$ cat src/dte_pkg.sv
package dte_pkg;

    localparam int unsigned YEAR_W  = 12;
    localparam int unsigned MONTH_W = 4;
    localparam int unsigned DAY_W   = 5;
    localparam int unsigned HOUR_W  = 5;
    localparam int unsigned MIN_W   = 6;
    localparam int unsigned SEC_W   = 6;
    localparam int unsigned EPOCH_W = 32;

    localparam int unsigned ADDR_W = 4;
    localparam int unsigned DATA_W = 32;

    // register index, taken from paddr[3:2]
    typedef enum logic [1:0] {
        REG_CLOCK_PRESENT = 2'd0,
        REG_YEAR_FLOOR    = 2'd1,
        REG_YEAR_CEILING  = 2'd2,
        REG_UNUSED        = 2'd3
    } t_reg_idx;

    localparam logic [YEAR_W-1:0] YEAR_FLOOR_RST   = 12'd2025;
    localparam logic [YEAR_W-1:0] YEAR_CEILING_RST = 12'd2120;

    // year is offset by 400 so that the leap-day counts stay non-negative
    localparam int unsigned YP_W    = 13;
    localparam int unsigned DOY_W   = 9;
    localparam int unsigned SOD_W   = 17;
    localparam int unsigned Q100_W  = 6;
    localparam int unsigned BASE_W  = 21;
    localparam int unsigned DAYS_W  = 22;
    localparam int unsigned TOTAL_W = 38;

    // 146097 for the extra 400 years plus 719469 to reach 1970-01-01 from day 1
    localparam logic [BASE_W-1:0] DAY_BIAS = 21'd865566;
    // floor(x/100) = (x * 5243) >> 19 for every x this block sees
    localparam logic [YP_W-1:0]   RECIP_100 = 13'd5243;
    localparam int unsigned       RECIP_SH  = 19;

    // year offset: 400 plus the year shift caused by month rollover and the
    // March-based year (January and February belong to the year before)
    function automatic logic [YP_W-1:0] month_year_off(input logic [MONTH_W-1:0] m);
        logic [YP_W-1:0] off;
        case (m)
            4'd0, 4'd1, 4'd2: off = 13'd399;
            4'd15:            off = 13'd401;
            default:          off = 13'd400;
        endcase
        return off;
    endfunction

    // days from 1 March to the first of the month
    function automatic logic [DOY_W-1:0] month_doy(input logic [MONTH_W-1:0] m);
        logic [DOY_W-1:0] d;
        case (m)
            4'd0:  d = 9'd275;
            4'd1:  d = 9'd306;
            4'd2:  d = 9'd337;
            4'd3:  d = 9'd0;
            4'd4:  d = 9'd31;
            4'd5:  d = 9'd61;
            4'd6:  d = 9'd92;
            4'd7:  d = 9'd122;
            4'd8:  d = 9'd153;
            4'd9:  d = 9'd184;
            4'd10: d = 9'd214;
            4'd11: d = 9'd245;
            4'd12: d = 9'd275;
            4'd13: d = 9'd306;
            4'd14: d = 9'd337;
            4'd15: d = 9'd0;
            default: d = 9'd0;
        endcase
        return d;
    endfunction

endpackage

$ cat src/datetime_to_epoch_core.sv
// Calendar reading to Unix seconds (UTC, Gregorian leap years).
//
// Input channel: i_valid / o_ready with year, month, day, hour, minute and
// second. Output channel: o_valid / i_ready with epoch seconds (mod 2^32) and
// a flag that is high when the seconds are nonzero. Out-of-range month, day,
// hour, minute or second values roll into the next unit.
// Configuration: APB write/read of clock_present (0x0), year_floor (0x4) and
// year_ceiling (0x8); the result is 0 when no clock is present or the year
// lies outside the window.
//
// Requests pass stages 1 to 4 and the output register. One request is taken
// every cycle while the receiver keeps i_ready high; the whole five-stage line
// moves together, so the rate is set by the output register being drained.
// When the receiver stalls, every stage holds and o_ready falls in the same
// cycle; nothing is lost or repeated. Reset empties the line and loads the
// register reset values (no clock, window 2025 to 2120).
module datetime_to_epoch_core (
    input  logic                             i_clk,
    input  logic                             i_rst_n,
    input  logic                             i_valid,
    output logic                             o_ready,
    input  logic [dte_pkg::YEAR_W-1:0]       i_year,
    input  logic [dte_pkg::MONTH_W-1:0]      i_month,
    input  logic [dte_pkg::DAY_W-1:0]        i_day,
    input  logic [dte_pkg::HOUR_W-1:0]       i_hour,
    input  logic [dte_pkg::MIN_W-1:0]        i_minute,
    input  logic [dte_pkg::SEC_W-1:0]        i_second,
    output logic                             o_valid,
    input  logic                             i_ready,
    output logic [dte_pkg::EPOCH_W-1:0]      o_epoch_seconds,
    output logic                             o_time_valid,
    input  logic                             psel,
    input  logic                             penable,
    input  logic                             pwrite,
    input  logic [dte_pkg::ADDR_W-1:0]       paddr,
    input  logic [dte_pkg::DATA_W-1:0]       pwdata,
    output logic [dte_pkg::DATA_W-1:0]       prdata,
    output logic                             pready
);

    logic                           r_clock_present;
    logic [dte_pkg::YEAR_W-1:0]     r_year_floor;
    logic [dte_pkg::YEAR_W-1:0]     r_year_ceiling;
    dte_pkg::t_reg_idx              reg_idx;
    logic                           wr_en;

    logic                           adv;

    // stage 1
    logic                           r_v1, r_ok1;
    logic [dte_pkg::YP_W-1:0]       r_yp1, n_yp1;
    logic [dte_pkg::DOY_W-1:0]      r_doy1;
    logic [dte_pkg::DAY_W-1:0]      r_day1;
    logic [dte_pkg::SOD_W-1:0]      r_sod1, n_sod1;
    logic                           n_ok1;

    // stage 2
    logic                           r_v2, r_ok2;
    logic [dte_pkg::Q100_W-1:0]     r_q100_2, n_q100_2;
    logic [dte_pkg::BASE_W-1:0]     r_base2, n_base2;
    logic [dte_pkg::SOD_W-1:0]      r_sod2;
    logic [2*dte_pkg::YP_W-1:0]     recip_prod;

    // stage 3
    logic                           r_v3, r_ok3;
    logic signed [dte_pkg::DAYS_W-1:0] r_days3, n_days3;
    logic [dte_pkg::SOD_W-1:0]      r_sod3;

    // stage 4
    logic                           r_v4, r_ok4;
    logic signed [dte_pkg::TOTAL_W-1:0] r_prod4, n_prod4;
    logic [dte_pkg::SOD_W-1:0]      r_sod4;

    // output stage
    logic                           r_ov;
    logic [dte_pkg::EPOCH_W-1:0]    r_epoch, n_epoch;
    logic                           r_tv;
    logic signed [dte_pkg::TOTAL_W-1:0] total;

    // configuration port
    assign pready  = 1'b1;
    assign reg_idx = dte_pkg::t_reg_idx'(paddr[3:2]);
    assign wr_en   = psel && penable && pwrite;

    always_ff @(posedge i_clk) begin
        if (!i_rst_n) begin
            r_clock_present <= 1'b0;
            r_year_floor    <= dte_pkg::YEAR_FLOOR_RST;
            r_year_ceiling  <= dte_pkg::YEAR_CEILING_RST;
        end else if (wr_en) begin
            case (reg_idx)
                dte_pkg::REG_CLOCK_PRESENT: r_clock_present <= pwdata[0];
                dte_pkg::REG_YEAR_FLOOR:    r_year_floor    <= pwdata[dte_pkg::YEAR_W-1:0];
                dte_pkg::REG_YEAR_CEILING:  r_year_ceiling  <= pwdata[dte_pkg::YEAR_W-1:0];
                default: ;
            endcase
        end
    end

    always_comb begin
        case (reg_idx)
            dte_pkg::REG_CLOCK_PRESENT: prdata = {31'd0, r_clock_present};
            dte_pkg::REG_YEAR_FLOOR:    prdata = {20'd0, r_year_floor};
            dte_pkg::REG_YEAR_CEILING:  prdata = {20'd0, r_year_ceiling};
            default:                    prdata = '0;
        endcase
    end

    // whole line advances when the output register is free or being taken
    assign adv     = !r_ov || i_ready;
    assign o_ready = adv;

    // stage 1: window check, month table, seconds of day
    always_comb begin
        n_ok1 = r_clock_present && (i_year >= r_year_floor) && (i_year <= r_year_ceiling);
        n_yp1 = dte_pkg::YP_W'(i_year) + dte_pkg::month_year_off(i_month);
        n_sod1 = dte_pkg::SOD_W'(i_hour) * dte_pkg::SOD_W'(3600)
               + dte_pkg::SOD_W'(i_minute) * dte_pkg::SOD_W'(60)
               + dte_pkg::SOD_W'(i_second);
    end

    // stage 2: year/100 by reciprocal, linear part of the day count
    always_comb begin
        recip_prod = 26'(r_yp1) * 26'(dte_pkg::RECIP_100);
        n_q100_2   = recip_prod[dte_pkg::RECIP_SH +: dte_pkg::Q100_W];
        n_base2    = dte_pkg::BASE_W'(r_yp1) * dte_pkg::BASE_W'(365)
                   + dte_pkg::BASE_W'(r_yp1 >> 2)
                   + dte_pkg::BASE_W'(r_doy1)
                   + dte_pkg::BASE_W'(r_day1);
    end

    // stage 3: century corrections and epoch bias
    always_comb begin
        n_days3 = $signed({1'b0, r_base2})
                - $signed(dte_pkg::DAYS_W'(r_q100_2))
                + $signed(dte_pkg::DAYS_W'(r_q100_2 >> 2))
                - $signed({1'b0, dte_pkg::DAY_BIAS});
    end

    // stage 4: days to seconds
    assign n_prod4 = dte_pkg::TOTAL_W'(r_days3) * $signed(dte_pkg::TOTAL_W'(86400));

    // output stage: add time of day, drop negative counts and out-of-window requests
    always_comb begin
        total = r_prod4 + $signed(dte_pkg::TOTAL_W'(r_sod4));
        if (r_ok4 && !total[dte_pkg::TOTAL_W-1]) begin
            n_epoch = total[dte_pkg::EPOCH_W-1:0];
        end else begin
            n_epoch = '0;
        end
    end

    always_ff @(posedge i_clk) begin
        if (!i_rst_n) begin
            r_v1 <= 1'b0;
            r_v2 <= 1'b0;
            r_v3 <= 1'b0;
            r_v4 <= 1'b0;
            r_ov <= 1'b0;
        end else if (adv) begin
            r_v1 <= i_valid;
            r_v2 <= r_v1;
            r_v3 <= r_v2;
            r_v4 <= r_v3;
            r_ov <= r_v4;
        end
    end

    always_ff @(posedge i_clk) begin
        if (adv) begin
            r_ok1    <= n_ok1;
            r_yp1    <= n_yp1;
            r_doy1   <= dte_pkg::month_doy(i_month);
            r_day1   <= i_day;
            r_sod1   <= n_sod1;

            r_ok2    <= r_ok1;
            r_q100_2 <= n_q100_2;
            r_base2  <= n_base2;
            r_sod2   <= r_sod1;

            r_ok3    <= r_ok2;
            r_days3  <= n_days3;
            r_sod3   <= r_sod2;

            r_ok4    <= r_ok3;
            r_prod4  <= n_prod4;
            r_sod4   <= r_sod3;

            r_epoch  <= n_epoch;
            r_tv     <= (n_epoch != '0);
        end
    end

    assign o_valid         = r_ov;
    assign o_epoch_seconds = r_epoch;
    assign o_time_valid    = r_tv;

endmodule
$ cat config.mk
export PLATFORM = sky130hd
export DESIGN_NAME = datetime_to_epoch_core
export DESIGN_NICKNAME = d
export VERILOG_FILES = /design/src/dte_pkg.sv /design/src/datetime_to_epoch_core.sv
export SDC_FILE = /design/constraint.sdc
export NUM_CORES = 1
export LEC_CHECK = 0
export BUFFER_PORTS_ARGS = -buffer_cell sky130_fd_sc_hd__clkbuf_2
export CORE_MARGIN = 3
export CORE_UTILIZATION = 54
export CTS_CLUSTER_SIZE = 8
export DETAILED_ROUTE_END_ITERATION = 8
export PLACE_DENSITY_LB_ADDON = 0.08
export SLEW_MARGIN = 40
export SYNTH_ARGS = -nofsm -noshare
export SYNTH_HDL_FRONTEND = slang
export SYNTH_SLANG_ARGS = --single-unit
$ cat constraint.sdc
create_clock -name i_clk -period 14.15 [get_ports i_clk]
set_input_delay 2.83 -clock i_clk [delete_from_list [all_inputs] [get_ports i_clk]]
set_output_delay 2.83 -clock i_clk [all_outputs]
set_load 0.05 [all_outputs]
## Word-level counts from Yosys, hierarchy flattened

Memories as Yosys holds them, arrays and structs flattened. A register that Yosys moved wholly into a read port is not among the register bits.
Cells that the tools add are included.

- Flip-flop bits (word level): 233
- Input port bits: 81
- Memories kept: 1
- Bits in read-only memories: 144

- Reduce and logical (&&, ||, !) cells: 15
- $add $sub $neg: 10
- Multiply operators: 5
- $lt $le $gt $ge: 2
- Eq/ne operators: 5
- Muxes and demuxes: 3

Memory list:

| memory | depth | bits a word | rd ports | clocked after Yosys merged registers in | wr ports | line | text |
|---|---|---|---|---|---|---|---|
| (no name shown) | 16 | 9 | 1 | 1 | 0 | dte_pkg.sv:55 | `case (m)` |

Operators by type and width:

| kind | count |
|---|---|
| $add A38 B18 Y38 | 1 |
| $pmux W12 S3 | 1 |
| $mux W32 | 1 |
| $reduce_bool A32 Y1 | 1 |
| $mul A22 B11 Y31 const B | 1 |
| $mul A13 B13 Y25 const B | 1 |
| $add A22 B5 Y22 | 1 |
| $sub A21 B6 Y22 | 1 |
| $sub A22 B21 Y22 const B | 1 |
| $add A21 B11 Y21 | 1 |
| $add A21 B5 Y21 | 1 |
| $add A21 B9 Y21 | 1 |
| $mul A13 B9 Y21 const B | 1 |
| $add A17 B12 Y17 | 1 |
| $add A17 B6 Y17 | 1 |
| $add A12 B13 Y13 | 1 |
| $mul A5 B8 Y13 const B | 1 |
| $ge A12 B12 Y1 | 1 |
| $le A12 B12 Y1 | 1 |
| $mul A6 B4 Y10 const B | 1 |
| $pmux W5 S2 | 1 |
| $reduce_and A2 Y1 | 3 |
| $logic_and A1 B1 Y1 | 5 |
| $eq A4 B1 Y1 const B | 1 |
| other kinds (9) | 10 |

## Depth between registers and ports, before layout

Gate-level depths: netlist of run 1.

- Depth in word-level cells: 5
- Mapped depth: 20
- Mapped depth without buffers: 20

## Worst setup path before layout of run 1

OpenSTA, ideal clock, no wires.

- Kind: input to output
- Start point: input i_ready
- End point: output o_ready
- Stages on the path: 2
- Path slack: 2.086 ns
- Required time: 11.320 ns
- Data arrival time: 9.234 ns
- Cell sequence: nand2b_1 -> clkbuf_1

- Cells in the longest elaborated chain, start to end: 1

Ends and longest elaborated chain:

| what | line | text |
|---|---|---|
| start, declared | datetime_to_epoch_core.sv:29 | `input logic i_ready,` |
| $logic_or A1 B1 Y1 | datetime_to_epoch_core.sv:110 | `assign adv = !r_ov \|\| i_ready;` |
| end, declared | datetime_to_epoch_core.sv:21 | `output logic o_ready,` |

Every way passes these cells.

## Worst setup path after layout of run 1

- Start point: input paddr[3] (netlist name)
- End point: output prdata[6] (netlist name)

- Cells in the longest elaborated chain, start to end: 2
- Elaborated cells between the ends (all ways): 4
- Those cells by class: 2 x eq/ne; 1 x mux; 1 x reduce/logical

Ends and longest elaborated chain:

| what | line | text |
|---|---|---|
| start, declared | datetime_to_epoch_core.sv:35 | `input logic [dte_pkg::ADDR_W-1:0] paddr,` |
| $eq A2 B2 Y1, or another cell as far along | datetime_to_epoch_core.sv:101 | `case (reg_idx)` |
| $pmux W12 S3 * | datetime_to_epoch_core.sv:101 |  |
| end, declared | datetime_to_epoch_core.sv:37 | `output logic [dte_pkg::DATA_W-1:0] prdata,` |

Mark *: on every way between the ends. The rest lies on a longest branch, timed or not.

==> impl_metrics.tcl, run 1 <==
set metrics [dict create \
    design_area_mm2 0.0246 \
    syn2layout_area_growth_pct 9.61 \
    rsz0062_at_grt "no" \
    grt_pass1_wl_mm 68.7 \
    setup_violations 0 \
    design.core.area_mm2 0.0404 \
    end_kind "output pin" \
    hold_viol_final 0 \
    worstMarginPinSlew_ps 814 \
    outcome "finished clean" \
    top_usage_layer "met2" \
    ff2ff_setup_slack_ps 8380 \
    slew_viol_final 0 \
    num_vias 14200 \
    r2r_start "r_yp1[10]" \
    start_util_pct 55.5 \
    synthDistinctLibCells 65 \
    synth_seq_area_share_pct 31.1 \
    worstHoldPathCells 0 \
    placed_area_mm2 0.0235 \
    root_buffer "clkbuf_16" \
    hold_class "flop to flop" \
    cts_resized 0 \
    critPathKind "input port to output pin" \
    hold_start "r_sod3[10]" \
    start_kind "input port" \
    dr.pass1.iters 4 \
    final_common_cell "inv_1" \
    rr_endpoint "r_q100_2[5]" \
    path_cells "clkbuf_2, nor2b_2, a22o_1, clkbuf_2" \
    portBuffers 105 \
    nets 2879 \
    routabilityCongestion 0.850 \
    dieArea_mm2 0.0440 \
    grt-ovfl-total 0 \
    grt_pass1_vias 14700 \
    tritoncts "done" \
    use_met1_pct 23.9 \
    cpPeakStageDelay_ps 500 \
    dieWidth_um 210 \
    worst-r2r-cell-count 18 \
    worstPathArrival_ps 4050 \
    clock_path_buffers 3 \
    wire_per_inst_um 14.7 \
    cap_violations 0 \
    most-common-layout-cells "inv_1 (473), ha_1 (382), edfxtp_1 (212), fa_1 (189), clkbuf_2 (105)" \
    die_height_um 210 \
    drive_gt1_share_pct 7.60 \
    yosysTopAreaCellShare_pct 28.4 \
    use_met3_pct 2.91 \
    max_freq_mhz 145 \
    grt_max_degree 79 \
    syn_area_mm2 0.0224 \
    ys_ff_latch 242 \
    finalSetupTns_ps 0 \
    timing.final.ws_setup_ps 7270 \
    cp.required_ps 11320 \
    synthFlopType "edfxtp_1" \
    grtUsageMet2_pct 33.7 \
    dp_slack_ps 6910 \
    rows 73 \
    vias_per_cell 5.16 \
    pin_count 149 \
    cts.sinks 242 \
    cts_buffers 37 \
    diodes 0 \
    hpwl_mm 33.6 \
    drt_iter0_markers 481 \
    path_clk_slew_ps 50 \
    cp_common_cell "clkbuf_2" \
    finalCriticalPeriod_ps 6880 \
    synth_edf_count 212 \
    async_flop_share_pct 0 \
    antenna_left 0 \
    clk_latency_ps 550 \
    antenna_found_initial 0 \
    ys_top_cells_by_area "edfxtp_1 (28%), ha_1 (21%), fa_1 (17%), inv_1 (7.9%), xnor2_1 (3.5%)" \
    period_share_pct 48.7 \
    syn_inst 2093 \
    hold_end "r_sod4[10]" \
    cts_hold_buf 0 \
    relSlewSlack_pct 45.2 \
    cts_setup_buffers 0 \
    avgSynthCellArea_um2 10.7 \
    route.detailed.drc 0 \
    yosysWarnings 0 \
    grt_use_total_pct 19.0 \
    cts_max_level 2 \
    cp_max_fo 13 \
    routed_wl_mm 40.5 \
    yosys.area.top_type "edfxtp_1" \
    worst_clock_skew_ps 21.4 \
    cpMaxStageDelayCell "nor2b_2" \
]
## synth_stat cells (all sizes together), types with 18 or more instances
cell    count
a21oi      85
xor2       49
fa        189
xnor2      90
nand2      96
nand3      26
a21o       34
inv       473
edfxtp    212
ha        382
nor2b      22
nor3       22
and3       18
nor2       72
buf        24
dfxtp      30
o21ai      44
## layer usage
layer  wire length [um]  share of wire [%]
met1              17800                 44
met2              20100                 50
met3               1450                3.6
met4               1050                2.6
met5                  0                  0
## how the worst max path moves through the flow
| stage | startpoint | endpoint | slack, ps |
|---|---|---|---|
| 6_report | paddr[3] | prdata[6] | 7270 |
| 5_1_grt | paddr[3] | prdata[6] | 7150 |
| 4_1_cts | paddr[3] | prdata[6] | 7260 |
| 3_5_place_dp | i_minute[0] | r_sod1[15] | 6910 |
| 3_3_place_gp | i_minute[0] | r_sod1[15] | 6930 |
| 2_1_floorplan | i_ready | o_ready | 2090 |
## worst max-delay path: cells and delay by family
family | cells | cell delay (ps)
buffers and inverters | 2 | 450
AOI/OAI and AO/OA | 1 | 260
and+or+nand+nor | 1 | 500
## stage by stage
step                std cells  util, %  hold WS (ps)
global route             2761     60.8           411
finish                   2761     60.8           407
CTS                      2761     60.8           407
global placement         2712     58.2           401
floorplan                2112        -           400
detailed placement       2713     58.3           405
## flip-flops by register name, summed over array words and instances, names as in the netlist, 5 cells and up
| signal | flops |
|---|---|
| o_epoch_seconds | 32 |
| r_prod4 | 31 |
| r_days3 | 22 |
| r_base2 | 21 |
| r_sod1 | 17 |
| r_sod2 | 17 |
| r_sod3 | 17 |
| r_sod4 | 17 |
| r_yp1 | 13 |
| r_year_ceiling | 12 |
| r_year_floor | 12 |
| r_doy1 | 9 |
| r_q100_2 | 6 |
| r_day1 | 5 |
## cell families (layout without fill, tap and decap cells)
| kind of cell | after synthesis | count (layout) | share of synthesized area, % |
|---|---|---|---|
| adders and majority gates | 571 | 571 | 38.2 |
| buffers and inverters | 507 | 631 | 8.93 |
| and+or+nand+nor | 323 | 323 | 7.06 |
| AOI/OAI and AO/OA | 300 | 300 | 8.84 |
| DFF | 242 | 242 | 31.1 |
| xor gates and xnor gates | 139 | 139 | 5.43 |
| muxes | 9 | 9 | 0.408 |
| other | 2 | 21 | 0.0335 |
## final cells by class
type	instances	area, um^2
fillers	3413	15800
multi-input cells	1363	13500
flip-flops and latches	242	6970
inverters	473	1780
clock buffers	42	955
well taps	525	657
repair buffers	110	579
clock inverters	6	85.1
Power of run 1 is not shown: default switching activity piles up to over one toggle a cycle in this logic, so the estimate is an artifact.
==> run 2: changes to the inputs <==
==> constraint.sdc (replaced) <==
create_clock -name i_clk -period 6.1 [get_ports i_clk]
set_input_delay 1.22 -clock i_clk [delete_from_list [all_inputs] [get_ports i_clk]]
set_output_delay 1.22 -clock i_clk [all_outputs]
set_load 0.05 [all_outputs]
==> run 2 against run 1 <==
First-iteration DRC count increased by 7.7%. Non-clock buffer count increased by 7. Global-route usage increased by 0.31 points.
==> impl_metrics.tcl, run 2 (same netlist as run 1, synthesis figures left out) <==
set metrics [dict create \
    design_area_mm2 0.0246 \
    worstPathArrival_ps 5790 \
    portBuffers 105 \
    relSlewSlack_pct 48.1 \
    drive_gt1_share_pct 7.89 \
    tritoncts "done" \
    root_buffer "clkbuf_16" \
    max_freq_mhz 182 \
    grt_pass1_wl_mm 69.6 \
    most-common-layout-cells "inv_1 (473), ha_1 (382), edfxtp_1 (212), fa_1 (189), clkbuf_2 (105)" \
    cts.sinks 242 \
    pin_count 149 \
    nets 2886 \
    setup_violations 0 \
    clock_path_buffers 3 \
    dp_slack_ps 473 \
    cts_resized 0 \
    rsz0062_at_grt "no" \
    final_common_cell "inv_1" \
    routed_wl_mm 41.0 \
    grt_pass1_vias 14600 \
    wire_per_inst_um 14.8 \
    hold_class "flop to flop" \
    diodes 0 \
    num_vias 14200 \
    finalSetupTns_ps 0 \
    placed_area_mm2 0.0236 \
    cp_max_fo 5 \
    dieArea_mm2 0.0440 \
    worstMarginPinSlew_ps 777 \
    vias_per_cell 5.14 \
    drt_iter0_markers 518 \
    grt_use_total_pct 19.3 \
    critPathKind "flop to flop" \
    antenna_left 0 \
    path_clk_slew_ps 50 \
    cts_max_level 2 \
    slew_viol_final 0 \
    dr.pass1.iters 5 \
    antenna_found_initial 0 \
    largest_reg_flops 32 \
    cp.required_ps 6400 \
    routabilityCongestion 0.896 \
    hold_viol_final 0 \
    grt-ovfl-total 0 \
    design.core.area_mm2 0.0404 \
    rows 73 \
    end_kind "flop" \
    start_kind "flop" \
    cts_setup_buffers 0 \
    cap_violations 0 \
    clk_latency_ps 550 \
    dp.cells 2720 \
    fillers 3409 \
    grt_max_degree 77 \
    start_util_pct 55.5 \
    timing.final.ws_setup_ps 604 \
    period_share_pct 90.1 \
    dieWidth_um 210 \
    cts_hold_buf 0 \
    cts_buffers 37 \
    syn2layout_area_growth_pct 9.78 \
    final_cells 2769 \
    die_height_um 210 \
    worst_clock_skew_ps 18.6 \
    hpwl_mm 33.7 \
    outcome "finished clean" \
    route.detailed.drc 0 \
    finalCriticalPeriod_ps 5500 \
]
[run 2: cell type report]
| class | instances | area, um^2 | share of cell area, % |
|---|---|---|---|
| clock buffers | 43 | 948 | 3.85 |
| clock inverters | 6 | 83.8 | 0.341 |
| inverters | 473 | 1780 | 7.22 |
| multi-input cells | 1363 | 13600 | 55.1 |
| flip-flops and latches | 242 | 6970 | 28.3 |
| well taps | 525 | 657 | 2.67 |
| repair buffers | 117 | 619 | 2.52 |
[run 2: through the flow]
step	hold slack (ps)	utilization (%)
floorplan	400	-
global placement	401	58.3
detailed placement	405	58.4
CTS	413	60.9
global route	416	60.9
finish	412	60.9
[run 2: layer usage]
| metal | wire, um | part of all wire [%] | track usage (%) | up-vias |
|---|---|---|---|---|
| met5 | 0 | 0 | 0 | - |
| met4 | 892 | 2.2 | 5.33 | 0 |
| met3 | 1550 | 3.8 | 2.77 | 61 |
| met2 | 20800 | 51 | 34.6 | 221 |
| met1 | 17700 | 43 | 24.3 | 6726 |
| li1 | - | - | - | 7221 |
[run 2: final timing paths]
kind | from | endpoint | slack [ps] | cells after the start
hold / removal | r_sod3[0] | r_sod4[0] | 410 | 0
setup / recovery | r_yp1[8] | r_q100_2[5] | 600 | 17
hold reg to reg | r_sod3[0] | r_sod4[0] | 410 | 0
setup reg to reg | r_yp1[8] | r_q100_2[5] | 600 | 17
[run 2: critical path, stage by stage (launching register included)]
cell	delay [ps]
edfxtp_1	510
buf_4	210
fa_1	490
ha_1	320
fa_1	490
fa_1	560
inv_1	60
fa_1	530
inv_1	40
ha_1	280
o211ai_1	190
a21oi_1	100
a211oi_1	380
or3_1	170
o311ai_0	140
or4_1	460
a31oi_1	210
xnor2_1	80
Power of run 2 is left out for the same reason.
